===== src/sv/sfd_pkg.sv =====
// ----------------------------------------------------------------------------
// Serial frame deframer package
// Shared types and constants: configuration register indexes and reset
// values, result kind codes, parser phases and the result record.
// ----------------------------------------------------------------------------
package sfd_pkg;

    localparam int CFG_INDEX_W = 3;
    localparam int MASK_W      = 64;

    // Configuration register indexes.
    localparam logic [CFG_INDEX_W-1:0] REG_SYNC_FIRST  = 3'd0;
    localparam logic [CFG_INDEX_W-1:0] REG_SYNC_SECOND = 3'd1;
    localparam logic [CFG_INDEX_W-1:0] REG_INSTR_LIMIT = 3'd2;
    localparam logic [CFG_INDEX_W-1:0] REG_TIMEOUT     = 3'd3;
    localparam logic [CFG_INDEX_W-1:0] REG_SUB_MASK    = 3'd4;

    // Reset values of the configuration registers.
    localparam logic [7:0]        RST_SYNC_FIRST  = 8'd5;
    localparam logic [7:0]        RST_SYNC_SECOND = 8'd9;
    localparam logic [7:0]        RST_INSTR_LIMIT = 8'd10;
    localparam logic [7:0]        RST_TIMEOUT     = 8'd15;
    localparam logic [MASK_W-1:0] RST_SUB_MASK    = '0;

    // Result kinds.
    localparam logic [1:0] KIND_PAYLOAD = 2'd0;
    localparam logic [1:0] KIND_GOOD    = 2'd1;
    localparam logic [1:0] KIND_BAD_SUM = 2'd2;
    localparam logic [1:0] KIND_ABORT   = 2'd3;

    typedef enum logic [1:0] {
        PH_HUNT_FIRST  = 2'd0,
        PH_HUNT_SECOND = 2'd1,
        PH_LENGTH      = 2'd2,
        PH_BODY        = 2'd3
    } t_phase;

    typedef struct packed {
        logic [7:0]        sync_first;
        logic [7:0]        sync_second;
        logic [7:0]        instr_limit;
        logic [7:0]        timeout;
        logic [MASK_W-1:0] sub_mask;
    } t_cfg;

    typedef struct packed {
        logic [1:0] res_kind;
        logic [7:0] data_byte;
        logic [7:0] lead_byte;
        logic       is_instruction;
        logic [7:0] msg_type;
        logic       subscribed;
        logic       last;
    } t_result;

endpackage


===== src/sv/sfd_parser.sv =====
// ----------------------------------------------------------------------------
// Serial frame deframer parser
// Frame state machine: sync hunt, length, body, checksum and tick timeout.
// Each accepted transfer updates the state and yields at most one result.
// ----------------------------------------------------------------------------
module sfd_parser import sfd_pkg::*; (
    input  logic    i_clk,
    input  logic    i_rst_n,
    input  logic    i_accept,
    input  logic    i_is_tick,
    input  logic [7:0] i_rx_byte,
    input  t_cfg    i_cfg,
    output logic    o_res_valid,
    output t_result o_res
);

    t_phase     r_phase, n_phase;
    logic [7:0] r_len,   n_len;
    logic [7:0] r_pos,   n_pos;
    logic [7:0] r_sum,   n_sum;
    logic [7:0] r_lead,  n_lead;
    logic [7:0] r_type,  n_type;
    logic [7:0] r_tick,  n_tick;

    logic [7:0] lead_now;
    logic       lead_ins;
    logic [7:0] tick_inc;
    logic       body_last;

    always_ff @(posedge i_clk) begin
        if (!i_rst_n) begin
            r_phase <= PH_HUNT_FIRST;
            r_len   <= '0;
            r_pos   <= '0;
            r_sum   <= '0;
            r_lead  <= '0;
            r_type  <= '0;
            r_tick  <= '0;
        end else begin
            r_phase <= n_phase;
            r_len   <= n_len;
            r_pos   <= n_pos;
            r_sum   <= n_sum;
            r_lead  <= n_lead;
            r_type  <= n_type;
            r_tick  <= n_tick;
        end
    end

    always_comb begin
        // The lead byte is taken from the first body byte as it arrives.
        lead_now  = (r_pos == 8'd0) ? i_rx_byte : r_lead;
        lead_ins  = lead_now < i_cfg.instr_limit;
        tick_inc  = (r_tick == 8'hFF) ? r_tick : r_tick + 8'd1;
        body_last = ({1'b0, r_pos} + 9'd1) >= {1'b0, r_len};

        n_phase = r_phase;
        n_len   = r_len;
        n_pos   = r_pos;
        n_sum   = r_sum;
        n_lead  = r_lead;
        n_type  = r_type;
        n_tick  = r_tick;

        o_res_valid = 1'b0;
        o_res       = '0;

        if (i_accept) begin
            if (i_is_tick) begin
                if (r_phase == PH_LENGTH || r_phase == PH_BODY) begin
                    n_tick = tick_inc;
                    if (tick_inc > i_cfg.timeout) begin
                        n_phase        = PH_HUNT_FIRST;
                        o_res_valid    = 1'b1;
                        o_res.res_kind = KIND_ABORT;
                        o_res.last     = 1'b1;
                    end
                end
            end else begin
                case (r_phase)
                    PH_HUNT_FIRST: begin
                        if (i_rx_byte == i_cfg.sync_first) begin
                            n_phase = PH_HUNT_SECOND;
                        end
                    end
                    PH_HUNT_SECOND: begin
                        if (i_rx_byte == i_cfg.sync_second) begin
                            n_phase = PH_LENGTH;
                            n_tick  = '0;
                        end else if (i_rx_byte != i_cfg.sync_first) begin
                            n_phase = PH_HUNT_FIRST;
                        end
                    end
                    PH_LENGTH: begin
                        if (i_rx_byte == 8'd0) begin
                            n_phase        = PH_HUNT_FIRST;
                            o_res_valid    = 1'b1;
                            o_res.res_kind = KIND_ABORT;
                            o_res.last     = 1'b1;
                        end else begin
                            n_phase = PH_BODY;
                            n_len   = i_rx_byte;
                            n_sum   = i_rx_byte;
                            n_pos   = '0;
                            n_lead  = '0;
                            n_type  = '0;
                        end
                    end
                    PH_BODY: begin
                        n_lead               = lead_now;
                        o_res.lead_byte      = lead_now;
                        o_res.is_instruction = lead_ins;
                        o_res.msg_type       = lead_ins ? 8'd0 : r_type;
                        o_res.subscribed     = !lead_ins && (lead_now < 8'd64)
                                               && i_cfg.sub_mask[lead_now[5:0]];
                        if (body_last) begin
                            // The final body byte is the checksum.
                            n_phase        = PH_HUNT_FIRST;
                            o_res_valid    = 1'b1;
                            o_res.res_kind = (r_sum == i_rx_byte) ? KIND_GOOD
                                                                  : KIND_BAD_SUM;
                            o_res.last     = 1'b1;
                        end else begin
                            n_sum = r_sum + i_rx_byte;
                            n_pos = r_pos + 8'd1;
                            if (r_pos == 8'd1) begin
                                n_type = i_rx_byte;
                            end
                            if (r_pos >= 8'd2 && !lead_ins) begin
                                o_res_valid     = 1'b1;
                                o_res.res_kind  = KIND_PAYLOAD;
                                o_res.data_byte = i_rx_byte;
                            end
                        end
                    end
                    default: begin
                        n_phase = PH_HUNT_FIRST;
                    end
                endcase
            end
        end
    end

endmodule


===== src/sv/sfd_outbuf.sv =====
// ----------------------------------------------------------------------------
// Serial frame deframer output buffer
// Output register plus one skid entry, so the parser keeps taking input
// while a result waits on the output side.
// ----------------------------------------------------------------------------
module sfd_outbuf import sfd_pkg::*; (
    input  logic    i_clk,
    input  logic    i_rst_n,
    input  logic    i_push,
    input  t_result i_res,
    output logic    o_space,
    output logic    o_valid,
    input  logic    i_ready,
    output t_result o_res
);

    logic    r_out_valid;
    logic    r_skid_valid;
    t_result r_out;
    t_result r_skid;
    logic    pop;

    assign pop     = r_out_valid && i_ready;
    assign o_space = !r_skid_valid;
    assign o_valid = r_out_valid;
    assign o_res   = r_out;

    always_ff @(posedge i_clk) begin
        if (!i_rst_n) begin
            r_out_valid  <= 1'b0;
            r_skid_valid <= 1'b0;
        end else if (r_skid_valid) begin
            if (pop) begin
                r_out_valid  <= 1'b1;
                r_skid_valid <= 1'b0;
            end
        end else if (i_push) begin
            if (!r_out_valid || pop) begin
                r_out_valid <= 1'b1;
            end else begin
                r_skid_valid <= 1'b1;
            end
        end else if (pop) begin
            r_out_valid <= 1'b0;
        end
    end

    always_ff @(posedge i_clk) begin
        if (r_skid_valid) begin
            if (pop) begin
                r_out <= r_skid;
            end
        end else if (i_push) begin
            if (!r_out_valid || pop) begin
                r_out <= i_res;
            end else begin
                r_skid <= i_res;
            end
        end
    end

    // The skid entry is only ever used behind a full output register.
    a_skid_behind_out: assert property (@(posedge i_clk) disable iff (!i_rst_n)
        r_skid_valid |-> r_out_valid)
        else $error("skid entry valid while output register empty");

    // A held skid entry keeps its contents until the output drains.
    a_skid_holds: assert property (@(posedge i_clk) disable iff (!i_rst_n)
        (r_skid_valid && !pop) |=> (r_skid_valid && $stable(r_skid)))
        else $error("skid entry changed while waiting");

    // End results carry last; payload results never do.
    a_last_matches_kind: assert property (@(posedge i_clk) disable iff (!i_rst_n)
        r_out_valid |-> (r_out.last == (r_out.res_kind != KIND_PAYLOAD)))
        else $error("last flag does not match result kind");

endmodule


===== src/sv/serial_frame_deframer_core.sv =====
// ----------------------------------------------------------------------------
// Serial frame deframer core
// Finds sync-delimited frames in a received byte stream, streams topic
// payload bytes and reports one end result per frame.
// ----------------------------------------------------------------------------
//
//  Channel   Direction  Handshake                      Content
//  s_axis    in         s_axis_tvalid / s_axis_tready  tdata: rx_byte, tuser: is_tick
//  m_axis    out        m_axis_tvalid / m_axis_tready  tdata: result fields, tuser:
//                                                      res_kind, tlast: last
//  cfg       in         i_cfg_valid / o_cfg_ready      i_cfg_index, i_cfg_data
//
//  Each input transfer is parsed combinationally; a new one is taken every cycle
//  while s_axis_tready is high. Results wait in the output register or skid entry.
//  Reset is synchronous and active low; it restores the register defaults and
//  puts the parser back to hunting the first sync byte.
//  The output register has one skid entry behind it; s_axis_tready drops
//  only while that entry is occupied, i.e. after two results are stalled.
//  The configuration port is always ready.
// ----------------------------------------------------------------------------
module serial_frame_deframer_core import sfd_pkg::*; (
    input  logic                   i_clk,
    input  logic                   i_rst_n,

    input  logic                   s_axis_tvalid,
    output logic                   s_axis_tready,
    input  logic [7:0]             s_axis_tdata,   // [7:0] rx_byte
    input  logic                   s_axis_tuser,   // [0] is_tick

    output logic                   m_axis_tvalid,
    input  logic                   m_axis_tready,
    // [7:0] data_byte, [15:8] lead_byte, [16] is_instruction,
    // [24:17] msg_type, [25] subscribed, [31:26] zero
    output logic [31:0]            m_axis_tdata,
    output logic [1:0]             m_axis_tuser,   // [1:0] res_kind
    output logic                   m_axis_tlast,   // last

    input  logic                   i_cfg_valid,
    output logic                   o_cfg_ready,
    input  logic [CFG_INDEX_W-1:0] i_cfg_index,
    input  logic [MASK_W-1:0]      i_cfg_data
);

    t_cfg    r_cfg;
    logic    in_accept;
    logic    res_valid;
    t_result res;
    t_result out_res;
    logic    space;

    assign o_cfg_ready   = 1'b1;
    assign s_axis_tready = space;
    assign in_accept     = s_axis_tvalid && space;

    // Configuration registers. Writes to indexes past the list are dropped.
    always_ff @(posedge i_clk) begin
        if (!i_rst_n) begin
            r_cfg.sync_first  <= RST_SYNC_FIRST;
            r_cfg.sync_second <= RST_SYNC_SECOND;
            r_cfg.instr_limit <= RST_INSTR_LIMIT;
            r_cfg.timeout     <= RST_TIMEOUT;
            r_cfg.sub_mask    <= RST_SUB_MASK;
        end else if (i_cfg_valid) begin
            case (i_cfg_index)
                REG_SYNC_FIRST:  r_cfg.sync_first  <= i_cfg_data[7:0];
                REG_SYNC_SECOND: r_cfg.sync_second <= i_cfg_data[7:0];
                REG_INSTR_LIMIT: r_cfg.instr_limit <= i_cfg_data[7:0];
                REG_TIMEOUT:     r_cfg.timeout     <= i_cfg_data[7:0];
                REG_SUB_MASK:    r_cfg.sub_mask    <= i_cfg_data;
                default: begin
                end
            endcase
        end
    end

    // Frame state machine: one step per accepted transfer.
    sfd_parser u_parser (
        .i_clk       (i_clk),
        .i_rst_n     (i_rst_n),
        .i_accept    (in_accept),
        .i_is_tick   (s_axis_tuser),
        .i_rx_byte   (s_axis_tdata),
        .i_cfg       (r_cfg),
        .o_res_valid (res_valid),
        .o_res       (res)
    );

    // Result register with skid entry, decoupling the two stream sides.
    sfd_outbuf u_outbuf (
        .i_clk   (i_clk),
        .i_rst_n (i_rst_n),
        .i_push  (res_valid),
        .i_res   (res),
        .o_space (space),
        .o_valid (m_axis_tvalid),
        .i_ready (m_axis_tready),
        .o_res   (out_res)
    );

    assign m_axis_tdata = {6'd0, out_res.subscribed, out_res.msg_type,
                           out_res.is_instruction, out_res.lead_byte,
                           out_res.data_byte};
    assign m_axis_tuser = out_res.res_kind;
    assign m_axis_tlast = out_res.last;

endmodule


===== config.mk =====
export PLATFORM = sky130hd
export DESIGN_NAME = serial_frame_deframer_core
export DESIGN_NICKNAME = d
export VERILOG_FILES = /design/src/sv/sfd_pkg.sv /design/src/sv/sfd_parser.sv /design/src/sv/sfd_outbuf.sv /design/src/sv/serial_frame_deframer_core.sv
export SDC_FILE = /design/constraint.sdc
export NUM_CORES = 1
export LEC_CHECK = 0
export BUFFER_PORTS_ARGS = -buffer_cell sky130_fd_sc_hd__buf_2
export CAP_MARGIN = 20
export CELL_PAD_IN_SITES_DETAIL_PLACEMENT = 1
export CELL_PAD_IN_SITES_GLOBAL_PLACEMENT = 2
export CORE_UTILIZATION = 36
export CTS_BUF_LIST = sky130_fd_sc_hd__clkbuf_16
export DETAILED_ROUTE_END_ITERATION = 10
export GPL_TIMING_DRIVEN = 1
export PLACE_DENSITY = 0.85
export SYNTH_ARGS = -nofsm -noshare
export SYNTH_HDL_FRONTEND = slang
export SYNTH_SLANG_ARGS = --single-unit

===== constraint.sdc =====
create_clock -name i_clk -period 6.3 [get_ports i_clk]
set_clock_uncertainty 0.2 [all_clocks]
set_input_delay 0.945 -clock i_clk [delete_from_list [all_inputs] [get_ports i_clk]]
set_output_delay 0.945 -clock i_clk [all_outputs]
set_load 0.02 [all_outputs]

==> metrics.log, run 1 <==
INFO  metric synthDistinctLibCells = 67
INFO  metric layout_common_cells = sky130_fd_sc_hd__nand2_1 (235), sky130_fd_sc_hd__dfxtp_1 (148), sky130_fd_sc_hd__a21oi_1 (139)
INFO  metric drc = 0
INFO  metric layout_commonest_cell = sky130_fd_sc_hd__nand2_1
INFO  metric cp_cell_sequence = inv_1, ha_1, or3b_2, nor2_2, mux2i_1, inv_1, ha_1, nand4_1, o311ai_0, and3_1, o21ai_0, nor2b_2, buf_4
INFO  metric finalHoldViolCount = 0
INFO  metric floorplan.die_area = 28,360 um2
INFO  metric tritoncts_num_sinks = 206
INFO  metric holdCritPathClass = register to register
INFO  metric worst_path_dominant_cell_family = simple AND/OR/NAND/NOR gates
INFO  metric power_density = 244.0 nW/um2
INFO  metric timing.slew.headroom = 32.13%
INFO  metric vdd_drop_max = 0.1770 mV
INFO  metric critPathCaptureType = register
INFO  metric drt-vias-per-instance = 5.255
INFO  metric detailedRoute.firstPassIterationCount = 4
INFO  metric placeableCoreArea = 27,030 um2
INFO  metric final_antenna_net_count = 0
INFO  metric post_synth_mux_area_share = 4.130%
INFO  metric cts_tree = done
INFO  metric detail_route.wirelength = 28,230 um
INFO  metric fin_cells = 1,586
INFO  metric max_transition_viols_final = 0
INFO  metric synth_edf_count = 58
INFO  metric post-synth-top-area-fraction = 29.72%
INFO  metric setup-violations-final = 0
INFO  metric worstPathArrival = 5260 ps
INFO  metric synthArstFlopShare = 0%
INFO  metric root_buffer = sky130_fd_sc_hd__clkbuf_16
INFO  metric clk_pin_slew = 60 ps
INFO  metric insertion_delay = 520 ps
INFO  metric grt_pass1_wl = 45,550 um
INFO  metric syn_area = 9968 um2
INFO  metric die_h = 168.4 um
INFO  metric synth_seq_cells = 206
INFO  metric syn_to_final_growth = 15.07%
INFO  metric unrepaired_setup_endpoints_after_global_routing = false
INFO  metric required = 6270 ps
INFO  metric cts.htree.levels = 1
INFO  metric synth_top_cell_by_area = sky130_fd_sc_hd__dfxtp_1
INFO  metric cp_slowest_stage_delay = 870 ps
INFO  metric synthXorXnorAreaFrac = 2.724%
INFO  metric io_buffer_count = 111
INFO  metric max_clock_freq = 0.1892 GHz
INFO  metric timing_worst_slew_pin_value = 1012 ps
INFO  metric placementRows = 60
INFO  metric floorplan.die.width = 168.4 um
INFO  metric initial_util = 36.88%
INFO  metric antenna_found_initial = 0
INFO  metric antenna_cells_inserted = 0
INFO  metric finalWeightedCongestion = 0.7849
INFO  metric synthesized_area_fraction_occupied_by_ao_oa_aoi_and_oai_cells = 16.91%
INFO  metric critPathBufInv = 3
INFO  metric synth_seq_area_share = 47.19%
INFO  metric synthFlopType = sky130_fd_sc_hd__dfxtp_1
INFO  metric main_combinational_cell_family_by_area_after_synthesis = simple AND/OR/NAND/NOR gates
INFO  metric synth.yosys.warnings = 0
INFO  metric final_net_count = 1,347
INFO  metric io-pin-count = 119
INFO  metric crit_path_max_fanout = 25
INFO  metric netlist_top_cells_area = sky130_fd_sc_hd__dfxtp_1 (30%), sky130_fd_sc_hd__edfxtp_1 (17%), sky130_fd_sc_hd__nand2_1 (8.8%)
INFO  metric placed_cells_incl_taps = 1,544
INFO  metric cts-resized-gates = 0
INFO  metric vias = 8,334
INFO  metric syn-instance-count = 1,148
INFO  metric syn_avg_cell_area = 8.683 um2
INFO  metric synthAdderAreaFrac = 4.594%
INFO  metric leakagePower = 0.004658 uW
INFO  metric setup_tns = 0 ps
INFO  metric fin_crit = 5285 ps
INFO  metric startpoint_type = register
INFO  metric cts_hold_buffers = 0
INFO  metric grt_start_max_net_pins = 71
INFO  metric dr.first_iter.drc_count = 574
INFO  metric synth-simple-area-share = 19.77%
INFO  metric slowest_cell_on_crit_path = sky130_fd_sc_hd__o311ai_0
INFO  metric cts.path.max_buffers = 3
INFO  metric grt_remaining_overflow = 0
INFO  metric grt_usage = 19.94%
INFO  metric hpwl = 20,150 um
INFO  metric path_class = register to register
INFO  metric grt_pass1_vias = 8,497
INFO  metric wire_per_inst = 17.80 um
INFO  metric post_cts_buffers = 0
INFO  metric final.period_utilization = 83.89%
INFO  metric layout_cell_share_with_drive_strength_beyond_1 = 13.57%
INFO  metric max-cap-violations = 0
INFO  metric result_of_the_run = finished clean
INFO  metric cts_made_buffers = 24
-- kinds of logic after synthesis --
family,Yosys count
muxes,40
and+or+nand+nor,440
AOI/OAI and AO/OA,280
other,2
xor gates and xnor gates,31
DFF,206
buffers and inverters,113
adders and majority gates,36
-- state kept, by name, indices dropped and copies added, names as in the netlist --
| name | cells |
|---|---|
| u_parser.r_sum | 8 |
| u_parser.r_type | 8 |
| u_parser.r_pos | 8 |
| u_outbuf.o_valid | 1 |
| u_parser.r_tick | 8 |
| u_outbuf.r_skid_valid | 1 |
| u_outbuf.o_res | 29 |
| u_outbuf.r_skid | 29 |
| u_parser.r_phase | 2 |
| u_parser.r_len | 8 |
| r_cfg | 96 |
| u_parser.r_lead | 8 |
-- worst paths after layout --
| path | startpoint | endpoint | slack [ps] | cells after the start |
|---|---|---|---|---|
| hold reg to reg | r_cfg[17] | r_cfg[17] | 250 | 2 |
| setup reg to reg | u_parser.r_pos[0] | u_outbuf.r_skid[10] | 1010 | 13 |
| setup / recovery | u_parser.r_pos[0] | u_outbuf.r_skid[10] | 1010 | 13 |
| hold / removal | r_cfg[17] | r_cfg[17] | 250 | 2 |
-- cell usage after synthesis (15+ instances only) --
master                       n
sky130_fd_sc_hd__xnor2_1    17
sky130_fd_sc_hd__edfxtp_1   58
sky130_fd_sc_hd__nor2b_1    15
sky130_fd_sc_hd__inv_1      42
sky130_fd_sc_hd__o21ai_0    37
sky130_fd_sc_hd__ha_1       35
sky130_fd_sc_hd__a21oi_1   139
sky130_fd_sc_hd__dfxtp_1   148
sky130_fd_sc_hd__mux2i_1    34
sky130_fd_sc_hd__a21o_1     35
sky130_fd_sc_hd__and3_1     19
sky130_fd_sc_hd__clkbuf_1   54
sky130_fd_sc_hd__nor2_1     70
sky130_fd_sc_hd__nand3_1    38
sky130_fd_sc_hd__nand2_1   235
-- power breakdown --
| group | switching, uW | total, uW | internal [uW] |
|---|---|---|---|
| Combinational | 114 | 172 | 58.6 |
| Sequential | 9.00 | 1380 | 1370 |
| Clock | 538 | 1240 | 707 |
| Total | 661 | 2800 | 2140 |
-- stage by stage --
| step | worst slack, ps | hold slack [ps] | instance area (um2) | power, uW | utilization [%] |
|---|---|---|---|---|---|
| final | 1015 | 253.1 | 11470 | 2799 | 42.44 |
| after global routing | 634.7 | 267.2 | 11470 | 2896 | 42.44 |
| after CTS | 1051 | 254.2 | 11450 | 2834 | 42.37 |
| after detailed placement | 1051 | 246.1 | 10760 | 1584 | 39.82 |
| after global placement | 1302 | 239.2 | 10760 | 1580 | 39.82 |
| after floorplan | 1121 | 232.9 | 9987 | 1513 | - |
-- worst reg2reg max path, stage by stage, from the launching register on --
cell and delay [ps]:
sky130_fd_sc_hd__dfxtp_1 370, sky130_fd_sc_hd__inv_1 110, sky130_fd_sc_hd__ha_1 170, sky130_fd_sc_hd__or3b_2 520, sky130_fd_sc_hd__nor2_2 570, sky130_fd_sc_hd__mux2i_1 370
sky130_fd_sc_hd__inv_1 140, sky130_fd_sc_hd__ha_1 320, sky130_fd_sc_hd__nand4_1 140, sky130_fd_sc_hd__o311ai_0 870, sky130_fd_sc_hd__and3_1 280, sky130_fd_sc_hd__o21ai_0 180
sky130_fd_sc_hd__nor2b_2 310, sky130_fd_sc_hd__buf_4 390
-- area by class of cell --
cell class                      instances  area (um2)
Tap cell                              341       426.7
Multi-Input combinational cell        834        4845
Inverter                               43       162.7
Clock buffer                           25       625.6
Sequential cell                       206        4705
Fill cell                            3163       15550
Timing Repair Buffer                  121       643.1
Clock inverter                         16       63.81
-- per-layer routing --
layer | GRT usage, % | vias to the layer above | routed length (um)
li1 | - | 4132 | -
met1 | 27.20 | 4010 | 13440
met2 | 33.00 | 156 | 12960
met3 | 3.244 | 36 | 1314
met4 | 4.506 | 0 | 522
met5 | 0 | - | 0
No activity file was read; power rests on OpenSTA's default activity.
==> run 2, diff against run 1 <==
--- a/config.mk
+++ b/config.mk
@@ -5,15 +5,16 @@
 export SDC_FILE = /design/constraint.sdc
 export NUM_CORES = 1
 export LEC_CHECK = 0
+export ABC_AREA = 1
 export BUFFER_PORTS_ARGS = -buffer_cell sky130_fd_sc_hd__buf_2
 export CAP_MARGIN = 20
 export CELL_PAD_IN_SITES_DETAIL_PLACEMENT = 1
 export CELL_PAD_IN_SITES_GLOBAL_PLACEMENT = 2
-export CORE_UTILIZATION = 36
+export CORE_UTILIZATION = 31
 export CTS_BUF_LIST = sky130_fd_sc_hd__clkbuf_16
 export DETAILED_ROUTE_END_ITERATION = 10
 export GPL_TIMING_DRIVEN = 1
-export PLACE_DENSITY = 0.85
+export PLACE_DENSITY = 0.8
 export SYNTH_ARGS = -nofsm -noshare
 export SYNTH_HDL_FRONTEND = slang
 export SYNTH_SLANG_ARGS = --single-unit
==> constraint.sdc (replaced) <==
create_clock -name i_clk -period 4.5 [get_ports i_clk]
set_clock_uncertainty 0.2 [all_clocks]
set_input_delay 0.675 -clock i_clk [delete_from_list [all_inputs] [get_ports i_clk]]
set_output_delay 0.675 -clock i_clk [all_outputs]
set_load 0.02 [all_outputs]
==> run 2 against run 1 <==
Against the previous run:
- core utilization shrank 5.9 points
- sequential cell count is the same
- clock power grew 44%
- synthesized cell count grew 17%
- combinational power grew to 2.7 times the previous value
- setup slack lost 340 ps
- cell area grew 3.5%
- via count grew 8.5%
- sequential share of layout area shrank 1.4 points
- worst hold slack lost 85 ps
- sequential power grew 43%
- routed wire length grew 10%
- critical path type unchanged
- largest cell class unchanged
- highest routed layer unchanged
==> metrics.log, run 2 <==
INFO  metric result_of_the_run = finished clean
INFO  metric required = 4520 ps (-1750 ps)
INFO  metric grt_start_max_net_pins = 113 (+59%)
INFO  metric wire_per_inst = 16.45 um (-7.6%)
INFO  metric crit_start = u_parser.r_tick[0]
INFO  metric synth_common_cells = sky130_fd_sc_hd__nand2_1 (241), sky130_fd_sc_hd__nor2_1 (235), sky130_fd_sc_hd__dfxtp_1 (148)
INFO  metric synth_top_cell_by_area = sky130_fd_sc_hd__dfxtp_1
INFO  metric postLayoutCellArea = 11,880 um2 (+3.5%)
INFO  metric drt-vias-per-instance = 4.770 (-9.2%)
INFO  metric dr.first_iter.drc_count = 371 (-35%)
INFO  metric synthDistinctLibCells = 45 (-33%)
INFO  metric synthArstFlopShare = 0% (unchanged)
INFO  metric grt_pass1_wl = 49,730 um (+9.2%)
INFO  metric finalHoldViolCount = 0 (unchanged)
INFO  metric cp_cell_sequence = ha_1, nand2_1, inv_1, nand3_1, nor2_1, inv_1, nor2_1, nor2_1, nand2_1, xor2_1, ha_1, inv_1, nor2_1, nand2_1, o21bai_1, o211ai_1, nand2_1, nand2_1, nand3_2, inv_1, buf_12
INFO  metric cts_tree = done
INFO  metric critPathCaptureType = register
INFO  metric hold_ws = 168.1 ps (-85.01 ps)
INFO  metric root_buffer = sky130_fd_sc_hd__clkbuf_16
INFO  metric synth_seq_area_share = 45.92% (-1.3 points)
INFO  metric fin_crit = 3824 ps (-1461 ps)
INFO  metric crit_path_max_fanout = 21 (-16%)
INFO  metric worst_path_dominant_cell_family = simple AND/OR/NAND/NOR gates
INFO  metric power.sequential.fraction = 46.5% (-2.9 points)
INFO  metric final.period_utilization = 84.99% (+1.1 points)
INFO  metric netlist_top_cells_area = sky130_fd_sc_hd__dfxtp_1 (29%), sky130_fd_sc_hd__edfxtp_1 (17%), sky130_fd_sc_hd__nand2_1 (8.8%)
INFO  metric vias = 9,039 (+8.5%)
INFO  metric cts.path.max_buffers = 3 (unchanged)
INFO  metric layout_common_cells = sky130_fd_sc_hd__nand2_1 (241), sky130_fd_sc_hd__nor2_1 (235), sky130_fd_sc_hd__dfxtp_1 (148)
INFO  metric synth_seq_cells = 206 (unchanged)
INFO  metric grt_pass1_vias = 9,369 (+10%)
INFO  metric final_net_count = 1,551 (+15%)
INFO  metric r2r_cell_count = 21 (+8)
INFO  metric worstPathArrival = 3850 ps (-1410 ps)
INFO  metric hpwl = 21,770 um (+8.1%)
INFO  metric hold_end = r_cfg[51]
INFO  metric cts_made_buffers = 25 (+4.2%)
INFO  metric clk_pin_slew = 60 ps (about the same)
INFO  metric post_cts_buffers = 0 (unchanged)
INFO  metric comb_power_share = 11.0% (+4.8 points)
INFO  metric tritoncts_num_sinks = 206 (unchanged)
INFO  metric setup_slack_reg_to_reg = 680 ps (-340 ps)
INFO  metric critical_path.most_common_cell = sky130_fd_sc_hd__nand2_1
INFO  metric layout_cell_share_with_drive_strength_beyond_1 = 14.11% (+0.53 points)
INFO  metric startpoint_type = register
INFO  metric timing.hold.worst.start = i_cfg_data[51]
INFO  metric synth_edf_count = 58 (unchanged)
INFO  metric registers.top_by_ff_count = r_cfg
INFO  metric worstReg2RegStart = u_parser.r_tick[0]
INFO  metric largest_register_ff_count = 96 (unchanged)
INFO  metric cp_slowest_stage_delay = 370 ps (-500 ps)
INFO  metric synthFlopType = sky130_fd_sc_hd__dfxtp_1
INFO  metric placementRows = 66 (+10%)
INFO  metric cts-resized-gates = 0 (unchanged)
INFO  metric setup_tns = 0 ps (unchanged)
INFO  metric unrepaired_setup_endpoints_after_global_routing = false
INFO  metric power_density = 355.7 nW/um2 (+46%)
INFO  metric critPathBufInv = 5 (+2)
INFO  metric max_clock_freq = 0.2615 GHz (+38%)
INFO  metric power.share.switching = 26.87% (+3.3 points)
INFO  metric grt_usage = 18.65% (-1.3 points)
INFO  metric detailedRoute.firstPassIterationCount = 4 (unchanged)
INFO  metric detail_route.wirelength = 31,180 um (+10%)
INFO  metric synth.yosys.warnings = 0 (unchanged)
INFO  metric max_transition_viols_final = 0 (unchanged)
INFO  metric floorplan.die.width = 183.8 um (+9.1%)
INFO  metric io_buffer_count = 111 (unchanged)
INFO  metric vdd_drop_max = 0.2472 mV (+40%)
INFO  metric syn-instance-count = 1,341 (+17%)
INFO  metric die_h = 183.8 um (+9.1%)
INFO  metric holdCritPathClass = input port to register
INFO  metric timing.hold.worst_path_depth = 3 (+1)
INFO  metric final_antenna_net_count = 0 (unchanged)
INFO  metric slowest_cell_on_crit_path = sky130_fd_sc_hd__dfxtp_1
INFO  metric post_route_worst_setup_slack = 675.5 ps (-339.2 ps)
INFO  metric total_switching_power = 1135 uW (+72%)
INFO  metric floorplan.die_area = 33,780 um2 (+19%)
INFO  metric path_class = register to register
INFO  metric layout_commonest_cell = sky130_fd_sc_hd__nand2_1
INFO  metric grt_remaining_overflow = 0 (unchanged)
INFO  metric post-synth-top-area-fraction = 28.92% (-0.80 points)
INFO  metric io-pin-count = 119 (unchanged)
INFO  metric leakagePower = 0.005059 uW (+8.6%)
INFO  metric syn_to_final_growth = 15.91%
INFO  metric cts_hold_buffers = 0 (unchanged)
INFO  metric cts.htree.levels = 1 (unchanged)
INFO  metric antenna_found_initial = 0 (unchanged)
INFO  metric setup_slack_at_placement = 681.5 ps (-369.3 ps)
INFO  metric share_clk_of_total_power = 42.4% (-2.1 points)
INFO  metric drc = 0 (unchanged)
INFO  metric timing_worst_slew_pin_value = 1017 ps (+5.274 ps)
INFO  metric syn_area = 10,240 um2 (+2.8%)
INFO  metric cell_with_the_most_instances_after_synthesis = sky130_fd_sc_hd__nand2_1
INFO  metric placeableCoreArea = 32,540 um2 (+20%)
INFO  metric setup-violations-final = 0 (unchanged)
INFO  metric syn_avg_cell_area = 7.640 um2 (-12%)
INFO  metric rr_endpoint = u_outbuf.r_skid[26]
INFO  metric finalWeightedCongestion = 0.8107 (+3.3%)
INFO  metric antenna_cells_inserted = 0 (unchanged)
INFO  metric dpl_cell_area = 11,140 um2 (+3.5%)
INFO  metric p_int = 3089 uW (+44%)
INFO  metric timing.slew.headroom = 32.19% (+0.055 points)
INFO  metric initial_util = 31.49% (-5.4 points)
INFO  metric insertion_delay = 530 ps (about the same)
INFO  metric max-cap-violations = 0 (unchanged)
## run 2: cell types whose count changed in the layout (fill, tap and decap cells not counted), moves of 18 or more
cell,before,now
sky130_fd_sc_hd__o21ai_0,37,138
sky130_fd_sc_hd__a21oi_1,139,74
sky130_fd_sc_hd__inv_1,50,129
sky130_fd_sc_hd__nor2_1,70,235
sky130_fd_sc_hd__nand3_1,37,107
sky130_fd_sc_hd__and3_1,18,0
sky130_fd_sc_hd__mux2i_1,34,0
sky130_fd_sc_hd__a21o_1,35,1
## run 2: per-layer routing
| metal | track usage [%] | part of all wire (%) | vias to the layer above |
|---|---|---|---|
| met3 | 2.397 | 4.3 | 60 |
| met4 | 6.900 | 3.3 | 0 |
| li1 | - | - | 4559 |
| met2 | 31.58 | 46 | 179 |
| met5 | 0 | 0 | - |
| met1 | 24.17 | 46 | 4241 |
## run 2: logic make-up (layout without fill, tap and decap cells)
logic type | count (synthesis) | in the layout | share of synthesized area (%)
AO/OA/AOI/OAI | 246 | 246 | 12.92
XOR/XNOR | 19 | 19 | 1.624
adder cells (fa/ha/maj) | 36 | 36 | 4.470
buffers and inverters | 192 | 299 | 8.170
flip-flops | 206 | 206 | 45.92
other | 2 | 7 | 0.07331
AND/OR/NAND/NOR | 640 | 640 | 26.82
## run 2: worst max path at each step
stage / slack (ps) / to / depth (start not counted)
floorplan: 140 / u_outbuf.o_res[0] / 20
global route: 400 / u_outbuf.r_skid[25] / 21
global placement: 830 / u_outbuf.r_skid[10] / 21
finish: 680 / u_outbuf.r_skid[26] / 21
detailed placement: 680 / u_outbuf.r_skid[8] / 21
CTS: 670 / u_outbuf.r_skid[9] / 21
## run 2: area by class of cell
class | instances | area (um2)
clock buffers | 25 | 625.6
clock inverters | 21 | 91.34
fillers | 4055 | 20660
inverters | 131 | 491.7
multi-input cells | 948 | 4733
flip-flops and latches | 206 | 4705
well taps | 442 | 553.0
repair buffers | 122 | 675.6
## run 2: worst register-to-register path, stage by stage (launching register included)
cell	delay, ps
sky130_fd_sc_hd__dfxtp_1	370
sky130_fd_sc_hd__ha_1	200
sky130_fd_sc_hd__nand2_1	80
sky130_fd_sc_hd__inv_1	80
sky130_fd_sc_hd__nand3_1	90
sky130_fd_sc_hd__nor2_1	90
sky130_fd_sc_hd__inv_1	50
sky130_fd_sc_hd__nor2_1	270
sky130_fd_sc_hd__nor2_1	110
sky130_fd_sc_hd__nand2_1	90
sky130_fd_sc_hd__xor2_1	80
sky130_fd_sc_hd__ha_1	300
sky130_fd_sc_hd__inv_1	40
sky130_fd_sc_hd__nor2_1	130
sky130_fd_sc_hd__nand2_1	60
sky130_fd_sc_hd__o21bai_1	160
sky130_fd_sc_hd__o211ai_1	90
sky130_fd_sc_hd__nand2_1	110
sky130_fd_sc_hd__nand2_1	180
sky130_fd_sc_hd__nand3_2	120
sky130_fd_sc_hd__inv_1	360
sky130_fd_sc_hd__buf_12	250
## run 2: stage by stage
step,util (%),power (uW),cells
floorplan,-,2319,1346
global placement,34.23,2467,1848
detailed placement,34.23,2474,1848
CTS,36.44,4286,1894
global route,36.50,4421,1895
finish,36.50,4224,1895
## run 2: power groups by stage
| stage | combinational [uW] | clock [uW] | sequential, uW |
|---|---|---|---|
| 6_report | 466 | 1790 | 1970 |
| 3_5_place_dp | 469 | 0 | 2000 |
| 3_3_place_gp | 463 | 0 | 2000 |
| 4_1_cts | 473 | 1850 | 1970 |
| 5_1_grt | 523 | 1930 | 1970 |
| 2_1_floorplan | 311 | 0 | 2010 |
==> run 3, diff against run 2 <==
--- a/config.mk
+++ b/config.mk
@@ -10,11 +10,11 @@
 export CAP_MARGIN = 20
 export CELL_PAD_IN_SITES_DETAIL_PLACEMENT = 1
 export CELL_PAD_IN_SITES_GLOBAL_PLACEMENT = 2
-export CORE_UTILIZATION = 31
+export CORE_UTILIZATION = 34
 export CTS_BUF_LIST = sky130_fd_sc_hd__clkbuf_16
 export DETAILED_ROUTE_END_ITERATION = 10
 export GPL_TIMING_DRIVEN = 1
-export PLACE_DENSITY = 0.8
+export PLACE_DENSITY = 0.84
 export SYNTH_ARGS = -nofsm -noshare
 export SYNTH_HDL_FRONTEND = slang
 export SYNTH_SLANG_ARGS = --single-unit
==> constraint.sdc (replaced) <==
create_clock -name i_clk -period 3.8 [get_ports i_clk]
set_clock_uncertainty 0.2 [all_clocks]
set_input_delay 0.57 -clock i_clk [delete_from_list [all_inputs] [get_ports i_clk]]
set_output_delay 0.57 -clock i_clk [all_outputs]
set_load 0.02 [all_outputs]
==> run 3 against run 2 <==
Against the previous run:
- first-iteration DRC count increased by 35%
- via count increased by 0.93%
- cell count decreased by 2.2%
- register-to-register slack got worse by 270 ps
- largest cell class unchanged
- critical path type unchanged
- sequential cell count unchanged
- worst hold slack got worse by 99 ps
- sequential share of layout area decreased by 0.32 points
- die area decreased by 8.7%
- total power increased by 23%
- sequential power increased by 18%
==> metrics.log, run 3 (synthesis gave the netlist of run 2 again) <==
INFO  metric die_h = 175.6 um (-4.5%)
INFO  metric layout_common_cells = sky130_fd_sc_hd__nand2_1 (241), sky130_fd_sc_hd__nor2_1 (235), sky130_fd_sc_hd__dfxtp_1 (148)
INFO  metric setup_tns = 0 ps (unchanged)
INFO  metric critPathBufInv = 4 (-1)
INFO  metric grt_pass1_vias = 9,218 (-1.6%)
INFO  metric wire_per_inst = 16.27 um (-1.1%)
INFO  metric clk_pin_slew = 60 ps (about the same)
INFO  metric holdCritPathClass = input port to register
INFO  metric met1_usage = 25.80% (+1.6 points)
INFO  metric syn_to_final_growth = 16.85%
INFO  metric largest_register_ff_count = 96 (unchanged)
INFO  metric insertion_delay = 530 ps (about the same)
INFO  metric initial_util = 34.57% (+3.1 points)
INFO  metric grt_busiest_layer = met2
INFO  metric result_of_the_run = finished clean
INFO  metric max_transition_viols_final = 0 (unchanged)
INFO  metric post_route_worst_setup_slack = 404.1 ps (-271.4 ps)
INFO  metric cts-resized-gates = 0 (unchanged)
INFO  metric cts.path.max_buffers = 3 (unchanged)
INFO  metric detail_route.wirelength = 30,140 um (-3.3%)
INFO  metric dr.first_iter.drc_count = 501 (+35%)
INFO  metric timing_worst_slew_pin_value = 718.2 ps (-299.0 ps)
INFO  metric critical_path.most_common_cell = sky130_fd_sc_hd__nand2_1
INFO  metric final.period_utilization = 89.37% (+4.4 points)
INFO  metric cp_cell_sequence = ha_1, nand2_1, inv_1, nand3_1, nor2_1, inv_1, nor2_1, nor2_1, nand2_1, xor2_1, ha_1, inv_1, nor2_1, nand2_1, o21bai_1, o211ai_1, nand2_1, nand2_1, nand2_1, o22ai_4, buf_12
INFO  metric io_buffer_count = 111 (unchanged)
INFO  metric worstPathArrival = 3400 ps (-450 ps)
INFO  metric cts.htree.levels = 1 (unchanged)
INFO  metric cts_tree = done
INFO  metric max_clock_freq = 0.2945 GHz (+13%)
INFO  metric grt_usage = 19.97% (+1.3 points)
INFO  metric groute.layer.met2.usage = 34.54% (+3.0 points)
INFO  metric fillerInstances = 3,750 (-7.5%)
INFO  metric io-pin-count = 119 (unchanged)
INFO  metric path_class = register to register
INFO  metric cts_hold_buffers = 0 (unchanged)
INFO  metric vdd_drop_max = 0.2587 mV (+4.7%)
INFO  metric slowest_cell_on_crit_path = sky130_fd_sc_hd__dfxtp_1
INFO  metric grt_util_met3 = 2.684% (+0.29 points)
INFO  metric timing.slew.headroom = 51.80% (+20 points)
INFO  metric placed_cells_incl_taps = 1,807 (-2.2%)
INFO  metric registers.top_by_ff_count = r_cfg
INFO  metric floorplan.die_area = 30,830 um2 (-8.7%)
INFO  metric detailedRoute.firstPassIterationCount = 7 (+3)
INFO  metric final_net_count = 1,562 (+0.71%)
INFO  metric layout_cell_share_with_drive_strength_beyond_1 = 14.97% (+0.86 points)
INFO  metric max-cap-violations = 0 (unchanged)
INFO  metric hpwl = 21,380 um (-1.8%)
INFO  metric post_cts_buffers = 0 (unchanged)
INFO  metric drt-vias-per-instance = 4.923 (+3.2%)
INFO  metric root_buffer = sky130_fd_sc_hd__clkbuf_16
INFO  metric antenna_found_initial = 1 (+1)
INFO  metric antenna_cells_inserted = 0 (unchanged)
INFO  metric final_antenna_net_count = 0 (unchanged)
INFO  metric finalWeightedCongestion = 0.8391 (+3.5%)
INFO  metric crit_path_max_fanout = 29 (+38%)
INFO  metric unrepaired_setup_endpoints_after_global_routing = false
INFO  metric cts_made_buffers = 25 (unchanged)
INFO  metric cp_slowest_stage_delay = 340 ps (-30 ps)
INFO  metric fin_crit = 3396 ps (-428.6 ps)
INFO  metric post-route-util = 40.39% (+3.9 points)
INFO  metric placementRows = 63 (-4.5%)
INFO  metric floorplan.die.width = 175.6 um (-4.5%)
INFO  metric grt_remaining_overflow = 0 (unchanged)
INFO  metric placeableCoreArea = 29,640 um2 (-8.9%)
INFO  metric leakagePower = 0.005139 uW (+1.6%)
INFO  metric grt_start_max_net_pins = 65 (-42%)
INFO  metric worst_path_dominant_cell_family = simple AND/OR/NAND/NOR gates
INFO  metric grt_pass1_wl = 49,100 um (-1.3%)
INFO  metric tritoncts_num_sinks = 206 (unchanged)
INFO  metric required = 3810 ps (-710 ps)
INFO  metric setup_slack_at_placement = 405.0 ps (-276.5 ps)
INFO  metric layout_commonest_cell = sky130_fd_sc_hd__nand2_1
INFO  metric startpoint_type = register
INFO  metric setup-violations-final = 0 (unchanged)
INFO  metric sequential_cell_area = 4705 um2 (unchanged)
INFO  metric hold_ws = 69.28 ps (-98.85 ps)
INFO  metric critPathCaptureType = register
INFO  metric fin_cells = 1,853 (-2.2%)
INFO  metric vias = 9,123 (+0.93%)
INFO  metric power_density = 435.2 nW/um2 (+22%)
INFO  metric finalHoldViolCount = 0 (unchanged)
INFO  metric drc = 0 (unchanged)
INFO  metric multiInputGateArea = 4741 um2 (+0.16%)
run 3: worst paths after layout:
path	from	to	slack, ps	depth (start not counted)
max	u_parser.r_tick[0]	u_outbuf.o_res[9]	400	21
min	i_cfg_data[29]	r_cfg[29]	70	3
max reg2reg	u_parser.r_tick[0]	u_outbuf.o_res[9]	400	21
min reg2reg	u_parser.r_len[3]	u_parser.r_len[3]	260	2
run 3: layout make-up:
class	count	share of cell area, %
timing repair buffer	133	6.334
tap	390	4.076
multi-input combinational	948	39.60
clock buffer	25	5.226
sequential	206	39.30
clock inverter	20	1.359
inverter	131	4.107
run 3: metal layers:
| layer | vias up | part of all wire, % |
|---|---|---|
| li1 | 4578 | - |
| met5 | - | 0 |
| met2 | 162 | 47 |
| met1 | 4332 | 46 |
| met4 | 0 | 2.6 |
| met3 | 51 | 3.7 |
run 3: worst register-to-register path, cell delays in order (launching register included):
cell	delay, ps
sky130_fd_sc_hd__dfxtp_1	340
sky130_fd_sc_hd__ha_1	220
sky130_fd_sc_hd__nand2_1	90
sky130_fd_sc_hd__inv_1	50
sky130_fd_sc_hd__nand3_1	90
sky130_fd_sc_hd__nor2_1	50
sky130_fd_sc_hd__inv_1	70
sky130_fd_sc_hd__nor2_1	50
sky130_fd_sc_hd__nor2_1	140
sky130_fd_sc_hd__nand2_1	80
sky130_fd_sc_hd__xor2_1	160
sky130_fd_sc_hd__ha_1	290
sky130_fd_sc_hd__inv_1	40
sky130_fd_sc_hd__nor2_1	130
sky130_fd_sc_hd__nand2_1	60
sky130_fd_sc_hd__o21bai_1	150
sky130_fd_sc_hd__o211ai_1	80
sky130_fd_sc_hd__nand2_1	100
sky130_fd_sc_hd__nand2_1	180
sky130_fd_sc_hd__nand2_1	130
sky130_fd_sc_hd__o22ai_4	140
sky130_fd_sc_hd__buf_12	230
run 3: metrics by stage:
stage / power (uW) / instance area [um2]
floorplan: 2746 / 10270
global placement: 2932 / 11160
detailed placement: 2941 / 11160
CTS: 5287 / 11950
global route: 5442 / 11970
finish: 5210 / 11970
run 3: power by group:
| part | leakage [uW] | internal [uW] | switching, uW |
|---|---|---|---|
| Clock | 0.000412 | 1390 | 929 |
| Combinational | 0.00300 | 181 | 384 |
| Sequential | 0.00172 | 2300 | 26.6 |
| Total | 0.00514 | 3870 | 1340 |
